<file path="src/hdl/bpd_pkg.sv">
// ---------------------------------------------------------------------------
// bpd_pkg
// Shared types, constants and the pixel widening function of the bitmap
// pixel doubler.
// ---------------------------------------------------------------------------
`default_nettype none

package bpd_pkg;

  localparam int ROW_WORDS_MAX_DEF = 32;

  localparam int BYTE_W  = 8;
  localparam int WORD_W  = 16;
  localparam int WIDTH_W = 9;   // glyph_width register
  localparam int COL_W   = 5;   // byte position within a source row
  localparam int KEEP_W  = 6;   // word counts of a row, up to 32

  localparam logic [WIDTH_W-1:0] WIDTH_CAP = 9'd256;

  // configuration register indexes
  localparam logic REG_GLYPH_WIDTH = 1'b0;
  localparam logic REG_MAGNIFY_ON  = 1'b1;

  localparam logic [WORD_W-1:0] PIX_PAIR = 16'h0003;

  typedef enum logic {
    ST_IDLE,
    ST_REPEAT
  } state_t;

  // control of the line buffer cell row
  typedef struct packed {
    logic              wr_en;
    logic [COL_W-1:0]  wr_addr;
    logic [WORD_W-1:0] wr_word;
    logic              load;
    logic              shift;
  } chain_ctl_t;

  // every source pixel becomes two adjacent output pixels
  function automatic logic [WORD_W-1:0] widen(input logic [BYTE_W-1:0] b);
    logic [WORD_W-1:0] w;
    w = '0;
    for (int i = 0; i < BYTE_W; i++) begin
      if (b[i]) begin
        w = w | (PIX_PAIR << (2 * i));
      end
    end
    return w;
  endfunction

endpackage

`default_nettype wire

</file>
<file path="src/hdl/bpd_cell.sv">
// ---------------------------------------------------------------------------
// bpd_cell
// One word of the line buffer: a stored word written at its own column and
// a readout word that is loaded from it and shifted toward the row head.
// ---------------------------------------------------------------------------
`default_nettype none

module bpd_cell #(
  parameter int INDEX = 0
) (
  input  logic                       clk,
  input  bpd_pkg::chain_ctl_t        ctl,
  input  logic [bpd_pkg::WORD_W-1:0] word_in,
  output logic [bpd_pkg::WORD_W-1:0] word_out
);
  import bpd_pkg::*;

  logic [WORD_W-1:0] stored;
  logic              hit;

  assign hit = ctl.wr_en && (int'(ctl.wr_addr) == INDEX);

  always_ff @(posedge clk) begin
    if (hit) begin
      stored <= ctl.wr_word;
    end
    // load bypasses the word written in the same cycle
    if (ctl.load) begin
      word_out <= hit ? ctl.wr_word : stored;
    end else if (ctl.shift) begin
      word_out <= word_in;
    end
  end

endmodule

`default_nettype wire

</file>
<file path="src/hdl/bpd_row_chain.sv">
// ---------------------------------------------------------------------------
// bpd_row_chain
// Row of line buffer cells; the readout words move one cell toward the
// head on every shift.
// ---------------------------------------------------------------------------
`default_nettype none

module bpd_row_chain #(
  parameter int DEPTH = bpd_pkg::ROW_WORDS_MAX_DEF
) (
  input  logic                       clk,
  input  bpd_pkg::chain_ctl_t        ctl,
  output logic [bpd_pkg::WORD_W-1:0] head
);
  import bpd_pkg::*;

  logic [WORD_W-1:0] link [DEPTH+1];

  assign link[DEPTH] = '0;
  assign head        = link[0];

  for (genvar i = 0; i < DEPTH; i++) begin : g_cell
    bpd_cell #(
      .INDEX (i)
    ) u_cell (
      .clk      (clk),
      .ctl      (ctl),
      .word_in  (link[i+1]),
      .word_out (link[i])
    );
  end

endmodule

`default_nettype wire

</file>
<file path="src/hdl/bitmap_pixel_doubler_core.sv">
// ---------------------------------------------------------------------------
// bitmap_pixel_doubler_core
// 2x nearest-neighbor upscale of a 1-bit glyph bitmap, one source byte per
// transfer, with a line buffer that replays each row (bytes pass through when magnify_on is clear).
// ---------------------------------------------------------------------------
//
//  channel   handshake              payload
//  -------   ---------------------  ------------------------------------
//  input     in_valid / in_ready    pixel_byte
//  output    out_valid / out_ready  out_word, second_copy, run_last
//  config    cfg_write              cfg_index, cfg_data (no wait)
//
//  A byte is taken whenever the output register is free (or drains that
//  cycle). The last byte of a row starts a replay of the stored row, one
//  kept word (2 to 32, set by glyph_width) per free output slot, during
//  which no byte is taken. Output stalls hold the machine in place.
//  Reset clears the control state and the configuration registers; the
//  line buffer holds no reset value and needs no clearing pass.
//
`default_nettype none

module bitmap_pixel_doubler_core #(
  parameter int ROW_WORDS_MAX = bpd_pkg::ROW_WORDS_MAX_DEF
) (
  input  logic                        clk,
  input  logic                        rst,
  // configuration
  input  logic                        cfg_write,
  input  logic                        cfg_index,
  input  logic [bpd_pkg::WIDTH_W-1:0] cfg_data,
  // source bytes
  input  logic                        in_valid,
  output logic                        in_ready,
  input  logic [bpd_pkg::BYTE_W-1:0]  pixel_byte,
  // result words
  output logic                        out_valid,
  input  logic                        out_ready,
  output logic [bpd_pkg::WORD_W-1:0]  out_word,
  output logic                        second_copy,
  output logic                        run_last
);
  import bpd_pkg::*;

  // configuration registers
  logic [WIDTH_W-1:0] glyph_width;
  logic               magnify_on;

  // control state
  state_t            state, state_next;
  logic [COL_W-1:0]  column_count, column_count_next;
  logic [KEEP_W-1:0] rep_left, rep_left_next;
  logic              out_valid_next;

  // output payload next values
  logic              out_load;
  logic [WORD_W-1:0] out_word_next;
  logic              second_copy_next;
  logic              run_last_next;

  // row geometry from the current width
  logic [WIDTH_W-1:0] eff_w;
  logic [WIDTH_W-1:0] w_up32;
  logic [WIDTH_W-1:0] w_up16;
  logic [KEEP_W-1:0]  srcb;
  logic [KEEP_W-1:0]  keep_raw;
  logic [KEEP_W-1:0]  keep;
  logic               col_kept;
  logic               last_row;

  logic              slot_free;
  logic              accept;
  logic [WORD_W-1:0] wide_word;
  logic [WORD_W-1:0] chain_head;
  chain_ctl_t        chain_ctl;

  // --- configuration ------------------------------------------------------
  always_ff @(posedge clk) begin
    if (rst) begin
      glyph_width <= 9'd8;
      magnify_on  <= 1'b1;
    end else if (cfg_write) begin
      unique case (cfg_index)
        REG_GLYPH_WIDTH: glyph_width <= cfg_data;
        REG_MAGNIFY_ON:  magnify_on  <= cfg_data[0];
        default: ;
      endcase
    end
  end

  // --- row geometry -------------------------------------------------------
  // width zero acts as one pixel, widths above 256 saturate
  always_comb begin
    eff_w = glyph_width;
    if (glyph_width == '0) begin
      eff_w = 9'd1;
    end else if (glyph_width > WIDTH_CAP) begin
      eff_w = WIDTH_CAP;
    end
  end

  // source row: whole 32-bit words; kept row: 2 words per 16 pixels
  assign w_up32   = eff_w + 9'd31;
  assign w_up16   = eff_w + 9'd15;
  assign srcb     = {w_up32[8:5], 2'b00};
  assign keep_raw = {w_up16[8:4], 1'b0};

  always_comb begin
    keep = keep_raw;
    if ({1'b0, keep_raw} > 7'(ROW_WORDS_MAX)) begin
      keep = KEEP_W'(ROW_WORDS_MAX);
    end
  end

  assign col_kept = {1'b0, column_count} < keep;
  assign last_row = ({1'b0, column_count} + 6'd1) >= srcb;

  // --- handshake ----------------------------------------------------------
  assign slot_free = !out_valid || out_ready;
  assign in_ready  = (state == ST_IDLE) && slot_free;
  assign accept    = in_valid && in_ready;
  assign wide_word = widen(pixel_byte);

  // --- next state and outputs ---------------------------------------------
  always_comb begin
    state_next        = state;
    column_count_next = column_count;
    rep_left_next     = rep_left;
    out_valid_next    = out_valid && !out_ready;
    out_load          = 1'b0;
    out_word_next     = wide_word;
    second_copy_next  = 1'b0;
    run_last_next     = 1'b1;

    chain_ctl.wr_en   = 1'b0;
    chain_ctl.wr_addr = column_count;
    chain_ctl.wr_word = wide_word;
    chain_ctl.load    = 1'b0;
    chain_ctl.shift   = 1'b0;

    unique case (state)
      ST_IDLE: begin
        if (accept) begin
          if (!magnify_on) begin
            // pass-through: byte in the low half, buffer untouched
            out_load       = 1'b1;
            out_valid_next = 1'b1;
            out_word_next  = {{(WORD_W-BYTE_W){1'b0}}, pixel_byte};
          end else begin
            if (col_kept) begin
              chain_ctl.wr_en = 1'b1;
              out_load        = 1'b1;
              out_valid_next  = 1'b1;
              run_last_next   = !last_row;
            end
            if (last_row) begin
              chain_ctl.load    = 1'b1;
              rep_left_next     = keep;
              column_count_next = '0;
              state_next        = ST_REPEAT;
            end else begin
              column_count_next = column_count + 5'd1;
            end
          end
        end
      end
      ST_REPEAT: begin
        if (slot_free) begin
          // replay one stored word per free output slot
          chain_ctl.shift  = 1'b1;
          out_load         = 1'b1;
          out_valid_next   = 1'b1;
          out_word_next    = chain_head;
          second_copy_next = 1'b1;
          run_last_next    = (rep_left == 6'd1);
          rep_left_next    = rep_left - 6'd1;
          if (rep_left == 6'd1) begin
            state_next = ST_IDLE;
          end
        end
      end
      default: state_next = ST_IDLE;
    endcase
  end

  // --- registers ----------------------------------------------------------
  always_ff @(posedge clk) begin
    if (rst) begin
      state <= ST_IDLE;
    end else begin
      state <= state_next;
    end
  end

  always_ff @(posedge clk) begin
    if (rst) begin
      column_count <= '0;
      rep_left     <= '0;
      out_valid    <= 1'b0;
    end else begin
      column_count <= column_count_next;
      rep_left     <= rep_left_next;
      out_valid    <= out_valid_next;
    end
  end

  always_ff @(posedge clk) begin
    if (out_load) begin
      out_word    <= out_word_next;
      second_copy <= second_copy_next;
      run_last    <= run_last_next;
    end
  end

  // --- line buffer --------------------------------------------------------
  bpd_row_chain #(
    .DEPTH (ROW_WORDS_MAX)
  ) u_row_chain (
    .clk  (clk),
    .ctl  (chain_ctl),
    .head (chain_head)
  );

  // --- checks -------------------------------------------------------------
  a_row_end_replays: assert property (@(posedge clk) disable iff (rst)
    accept && magnify_on && last_row |=> state == ST_REPEAT)
    else $error("row end did not start the replay");

  a_replay_ends: assert property (@(posedge clk) disable iff (rst)
    state == ST_REPEAT && slot_free && rep_left == 6'd1 |=>
      state == ST_IDLE && out_valid && second_copy && run_last)
    else $error("replay did not finish with a marked last word");

  a_replay_count: assert property (@(posedge clk) disable iff (rst)
    state == ST_REPEAT |-> rep_left != '0 && !in_ready)
    else $error("replay running with no words left or taking bytes");

  a_no_drop: assert property (@(posedge clk) disable iff (rst)
    out_valid && !out_ready |=> out_valid && $stable(out_word))
    else $error("pending result lost");

endmodule

`default_nettype wire
</file>
<file path="config.mk">
export PLATFORM = sky130hd
export DESIGN_NAME = bitmap_pixel_doubler_core
export DESIGN_NICKNAME = d
export VERILOG_FILES = /design/src/hdl/bpd_pkg.sv /design/src/hdl/bpd_cell.sv /design/src/hdl/bpd_row_chain.sv /design/src/hdl/bitmap_pixel_doubler_core.sv
export SDC_FILE = /design/constraint.sdc
export NUM_CORES = 1
export LEC_CHECK = 0
export ABC_AREA = 1
export BUFFER_PORTS_ARGS = -buffer_cell sky130_fd_sc_hd__buf_2
export CELL_PAD_IN_SITES_DETAIL_PLACEMENT = 0
export CELL_PAD_IN_SITES_GLOBAL_PLACEMENT = 1
export CORE_MARGIN = 2
export CORE_UTILIZATION = 49
export DETAILED_ROUTE_END_ITERATION = 10
export PLACE_DENSITY = 0.77
export SLEW_MARGIN = 20
export SYNTH_ARGS = -nofsm -noshare
export SYNTH_HDL_FRONTEND = slang
export SYNTH_SLANG_ARGS = --single-unit
</file>
<file path="constraint.sdc">
create_clock -name clk -period 12.8 [get_ports clk]
set_input_delay 2.56 -clock clk [delete_from_list [all_inputs] [get_ports clk]]
set_output_delay 2.56 -clock clk [all_outputs]
set_load 0.02 [all_outputs]
</file>
# Word level (Yosys, flattened, before mapping)
# Index checks and enable logic that the tools add are counted.
[word_totals] latchBits=0 input_bits=23 regBits=1065 wordCells=309 ramBits=0 output_inout_bits=20 romBits=0 n_memories=0
[classes] n_reduce_logical=46 div=0 shift=0 n_mul=0 muxes=143 n_bitwise=2 order_cmp=4 eq_ne=36 n_addsub=5
[ops] op="$mux W16" n=100
[ops] op="$eq A5 B5 Y1 const B" n=16
[ops] op="$eq A5 B4 Y1 const B" n=8
[ops] op="$mux W6" n=6
[ops] op="$logic_and A1 B1 Y1" n=35
[ops] op="$pmux W16 S2" n=1
[ops] op="$mux W1" n=22
[ops] op="$eq A5 B3 Y1 const B" n=4
[ops] op="$mux W9" n=2
[ops] op="$mux W14" n=1
[ops] op="$mux W12" n=1
[ops] op="$pmux W6 S2" n=1
[ops] op="$eq A5 B2 Y1 const B" n=2
[ops] op="$mux W10" n=1
[ops] op="$add A9 B4 Y9 const B" n=1
[ops] op="$add A9 B5 Y9 const B" n=1
[ops] op="$gt A9 B9 Y1 const B" n=1
[ops] op="$logic_not A9 Y1" n=1
[ops] op="$mux W8" n=1
[ops] op="$pmux W1 S2" n=4
[ops] op="$add A5 B1 Y6 const B" n=1
[ops] op="$eq A6 B1 Y1 const B" n=1
[ops] op="$ge A6 B6 Y1" n=1
[ops] op="$gt A6 B6 Y1 const B" n=1
[ops] op="other kinds (17)" n=23

# Longest topological paths before layout
[logic_depth] ltp_word=14 depth_mapped=21 mapped_depth_nobuf=20

# Hierarchy
# A second synthesis with hierarchy kept.
[unflattened] cells_unflattened=5954 hier_area_um2=51235.4
[by_module_without_submodules] module="bpd_cell at u_row_chain.g_cell[10].u_cell ..." n_inst=8 area_per_inst_um2=1516.5 seq_area_each_um2=800.8 cells_each=177
[by_module_without_submodules] module="bpd_cell at u_row_chain.g_cell[21].u_cell ..." n_inst=4 area_per_inst_um2=1559.0 seq_area_each_um2=800.8 cells_each=173
[by_module_without_submodules] module="bpd_cell at u_row_chain.g_cell[1].u_cell ..." n_inst=4 area_per_inst_um2=1502.7 seq_area_each_um2=800.8 cells_each=179
[by_module_without_submodules] module="bpd_cell at u_row_chain.g_cell[11].u_cell ..." n_inst=4 area_per_inst_um2=1478.9 seq_area_each_um2=800.8 cells_each=178
[by_module_without_submodules] module="bpd_cell at u_row_chain.g_cell[15].u_cell ..." n_inst=3 area_per_inst_um2=1545.2 seq_area_each_um2=800.8 cells_each=174
[by_module_without_submodules] module="bpd_cell at u_row_chain.g_cell[19].u_cell ..." n_inst=2 area_per_inst_um2=1599.0 seq_area_each_um2=800.8 cells_each=178
[by_module_without_submodules] module="bpd_cell at u_row_chain.g_cell[23].u_cell ..." n_inst=2 area_per_inst_um2=1570.3 seq_area_each_um2=800.8 cells_each=178
[by_module_without_submodules] module="bpd_cell at u_row_chain.g_cell[12].u_cell ..." n_inst=2 area_per_inst_um2=1544.0 seq_area_each_um2=800.8 cells_each=175
[by_module_without_submodules] module="bitmap_pixel_doubler_core" n_inst=1 area_per_inst_um2=2388.5 seq_area_each_um2=1001.0 cells_each=311
[by_module_without_submodules] module="bpd_cell at u_row_chain.g_cell[0].u_cell" n_inst=1 area_per_inst_um2=1520.2 seq_area_each_um2=800.8 cells_each=174
[by_module_without_submodules] module="bpd_cell at u_row_chain.g_cell[16].u_cell" n_inst=1 area_per_inst_um2=1497.7 seq_area_each_um2=800.8 cells_each=174
[by_module_without_submodules] module="bpd_cell at u_row_chain.g_cell[31].u_cell" n_inst=1 area_per_inst_um2=1468.9 seq_area_each_um2=800.8 cells_each=174
[by_module_without_submodules] module="bpd_row_chain" n_inst=1 area_per_inst_um2=3.8 seq_area_each_um2=0.0 cells_each=1

# Worst setup path before layout
# No wires, ideal clock.
[synth_path] path_type="input port to flip-flop" start="input out_ready" end="register rep_left[1]" slack_ns=1.864 stages=11 setup_time_ns=0.123 t_required_ns=12.677 arrival_ns=10.813 path_buffers=2 cell_sequence="nor2_1 > nor2_4 > nand2_1 > nor2_4 > buf_6 > nand2_2 > buf_4 > nand2_2 > inv_1 > o211ai_1 > inv_1"
[synth_via] elab_chain_len=5
[synth_rtl] item="start, declared" line_no="bitmap_pixel_doubler_core.sv:37" source="input logic out_ready,"
[synth_rtl] item="$logic_or A1 B1 Y1" line_no="bitmap_pixel_doubler_core.sv:118" source="assign slot_free = !out_valid || out_ready;"
[synth_rtl] item="$logic_and A1 B1 Y1" line_no="bitmap_pixel_doubler_core.sv:119" source="assign in_ready = (state == ST_IDLE) && slot_free;"
[synth_rtl] item="named net in_ready" line_no="bitmap_pixel_doubler_core.sv:33" source="output logic in_ready,"
[synth_rtl] item="$logic_and A1 B1 Y1" line_no="bitmap_pixel_doubler_core.sv:120" source="assign accept = in_valid && in_ready;"
[synth_rtl] item="$ne A2 B2 Y1 (no line)"
[synth_rtl] item="$reduce_and A4 Y1 (no line)"
[synth_rtl] item="end signal, assigned" line_no="bitmap_pixel_doubler_core.sv:201" source="rep_left <= rep_left_next;"
[synth_rtl] item="end, declared" line_no="bitmap_pixel_doubler_core.sv:51" source="logic [KEEP_W-1:0] rep_left, rep_left_next;"
# The timed path passes the listed nets, and every way through them passes these cells.
# A chain may end at the register's enable or synchronous reset.

# Worst setup path after layout
[layout_path] start="input out_ready" end="output in_ready"
[layout_via] elab_chain_len=2
[layout_rtl] item="$logic_or A1 B1 Y1" line_no="bitmap_pixel_doubler_core.sv:118"
[layout_rtl] item="$logic_and A1 B1 Y1" line_no="bitmap_pixel_doubler_core.sv:119"
[layout_rtl] item="end, declared" line_no="bitmap_pixel_doubler_core.sv:33"
# Every way passes these cells.

==> impl_metrics.json <==
{
  "status": "finished clean",
  "crit_arrival_ns": 3.21,
  "cts_sinks": 1065,
  "crit_end": "in_ready",
  "rows": 107,
  "ff2ff_path_depth": 15,
  "drt_wl_total_um": 95700,
  "p_leak_nw": 20.6,
  "cts_made_buffers": 111,
  "hold_buffers": 0,
  "grt_util_all_layers_pct": 21.9,
  "grt_pass1_vias": 27100,
  "finalSetupViolCount": 0,
  "layout_common_cells": "nand2_1 (2,437), dfxtp_1 (535), edfxtp_1 (530)",
  "hold_violations": 0,
  "maxCapViolCount": 0,
  "fin_crit_sh_pct": 45.1,
  "antenna_found_initial": 3,
  "first_pass_iters": 6,
  "min_period_ns": 5.77,
  "post_synth_num_cell_types": 35,
  "core_region_area_sq_um": 84900,
  "max_freq_mhz": 173,
  "ys_warn_count": 0,
  "drive_above_1_share_pct": 10.1,
  "cp-start-kind": "primary input",
  "cts_tree": "done",
  "dp_slack_ns": 6.54,
  "fill_cells": 7855,
  "yosysSeqAreaShare_pct": 63.8,
  "insertion_delay_ns": 0.69,
  "cp.required_ns": 10.24,
  "post_cts_buffers": 0,
  "die_x_um": 296,
  "syn_area_per_cell_sq_um": 9.40,
  "h-tree-depth": 3,
  "diodes": 0,
  "relSlewSlack_pct": 26.4,
  "area_growth_pct": 10.0,
  "setup-tns-final_ns": 0,
  "finalMaxSlewViolations": 0,
  "multi_input_area_sq_um": 13600,
  "grt_first_pass_wirelength_um": 152000,
  "synthArstFlopShare_pct": 0,
  "layout_commonest_cell": "nand2_1",
  "power-per-cell-area_nw_per_um2": 213,
  "netlist_area_sq_um": 41800,
  "clk_path_buf_depth": 3,
  "die_h_um": 296,
  "ir_drop_uv": 126,
  "worstReg2RegEnd": "u_row_chain.g_cell[6].u_cell.word_out[7]$_DFFE_PP_",
  "grt_overflow_total": 0,
  "start_util_pct": 49.2,
  "gp_congestion": 0.784,
  "cts-root-buf": "clkbuf_16",
  "grt_setup_unrepaired": "false",
  "drtIter0Drc": 2298,
  "ant_nets": 0,
  "crit_chain": "buf_2, nor2_1, nor2_4, buf_2",
  "routed_via_density": 5.10,
  "post_cts_resized": 0,
  "synth-main-ff-cell": "dfxtp_1",
  "layout_setup_ws_ns": 7.03,
  "vias": 28600,
  "hp-start": "u_row_chain.g_cell[31].u_cell.stored[7]$_DFF_P_",
  "syn_nets": 4481,
  "hpwl_um": 52900,
  "cp-end-kind": "output port",
  "clk_pin_slew_worst_paths_ns": 0.05,
  "wl_per_cell_um": 17.0,
  "regArea_sq_um": 26600,
  "ys_ff_latch": 1065,
  "fin_nets": 4419,
  "r2r_setup_slack_ns": 7.63,
  "clock-skew-final_ns": 0.0303,
  "hold_path_class": "flop to flop",
  "synth_edf_count": 530,
  "syn-instance-count": 4442,
  "critPathLaunch": "out_ready",
  "crit_path_max_fanout": 5,
  "crit_top_cell": "buf_2",
  "die_area_sq_um": 87600,
  "tightest_slew_ns": 1.10,
  "slowest_stage": "nor2_1",
  "cpPeakStageDelay_ns": 0.32,
  "worstSetupPathType": "primary input to output port",
  "drc_errors": 0,
  "grt_max_degree": 199,
  "rr_startpoint": "column_count[0]$_SDFFE_PP0P_",
  "io-pin-count": 43,
  "port-buffer-count": 42
}
## cell families after synthesis
logic type,count (synthesis),share of synthesized area [%]
and+or+nand+nor,2982,30.8
DFF,1065,63.8
buffers and inverters,298,3.84
AOI/OAI and AO/OA,77,1.04
adders and majority gates,16,0.479
xor gates and xnor gates,4,0.0839
## critical path, delay by kind of cell
kind | cells | cell delay, ns
buf+inv | 2 | 0.27
simple gates | 2 | 0.37
## flip-flops by register name (all words and copies together), names as in the netlist
signal and flops:
u_row_chain.g_cell.u_cell.stored 512, out_valid 1, second_copy 1, u_row_chain.g_cell.u_cell.word_out 512
state 1, magnify_on 1, rep_left 6, run_last 1
glyph_width 9, out_word 16, column_count 5
## cell type report
| cell class | instances | share of cell area, % |
|---|---|---|
| sequential | 1065 | 57.9 |
| multi-input combinational | 3079 | 29.6 |
| clock buffer | 173 | 6.99 |
| tap | 1144 | 3.11 |
| timing repair buffer | 75 | 1.16 |
| clock inverter | 36 | 0.817 |
| inverter | 48 | 0.408 |
## report_power, final
part | switching, mW | total, mW | internal [mW] | leakage [nW]
combinational | 1.36 | 1.84 | 0.479 | 9.52
sequential | 0.220 | 4.78 | 4.56 | 9.30
clock | 1.32 | 3.16 | 1.84 | 1.76
total | 2.90 | 9.79 | 6.89 | 20.6
## synthesized netlist by cell type, types with 4 or more instances
cell type	instances	area, sq um
a21oi_1	33	165
a31oi_1	4	25.0
buf_1	11	41.3
buf_2	132	661
buf_4	11	82.6
buf_6	37	417
clkbuf_1	59	221
dfxtp_1	535	10700
edfxtp_1	530	15900
ha_1	16	200
inv_1	42	158
inv_2	5	18.8
nand2_1	2437	9150
nand2_2	162	1010
nand3_1	31	155
nand4_1	252	1580
nand4_4	30	638
nor2_1	48	180
nor2_2	15	93.8
nor2_4	4	45.0
o211ai_1	4	30.0
o21ai_0	24	120
## how the worst min path moves through the flow
stage / endpoint / slack (ns) / depth (start not counted)
2_1_floorplan: u_row_chain.g_cell[31].u_cell.stored[0]$_DFF_P_ / 0.41 / 2
3_3_place_gp: u_row_chain.g_cell[31].u_cell.stored[8]$_DFF_P_ / 0.42 / 2
3_5_place_dp: u_row_chain.g_cell[31].u_cell.stored[14]$_DFF_P_ / 0.43 / 2
4_1_cts: u_row_chain.g_cell[31].u_cell.stored[4]$_DFF_P_ / 0.44 / 2
5_1_grt: u_row_chain.g_cell[31].u_cell.stored[5]$_DFF_P_ / 0.46 / 2
6_report: u_row_chain.g_cell[31].u_cell.stored[7]$_DFF_P_ / 0.44 / 2
## stage by stage
stage	cells	util (%)	total power, mW	hold slack, ns	instance area (sq um)
after floorplan	4442	-	6.30	0.415	41800
after global placement	5410	49.9	6.66	0.425	42300
after detailed placement	5410	49.9	6.69	0.430	42300
after CTS	5619	54.1	9.87	0.443	45900
after global routing	5620	54.1	10.3	0.457	46000
final	5620	54.1	9.79	0.443	46000
## routing by layer
metal  vias up  GRT usage (%)  part of all wire [%]
met5         -              0                     0
met4         0           4.93                   1.5
met3       111           3.64                   6.0
met2       620           33.5                    43
met1     13500           32.8                    49
li1      14400              -                     -
No activity file was read; power rests on OpenSTA's default activity.
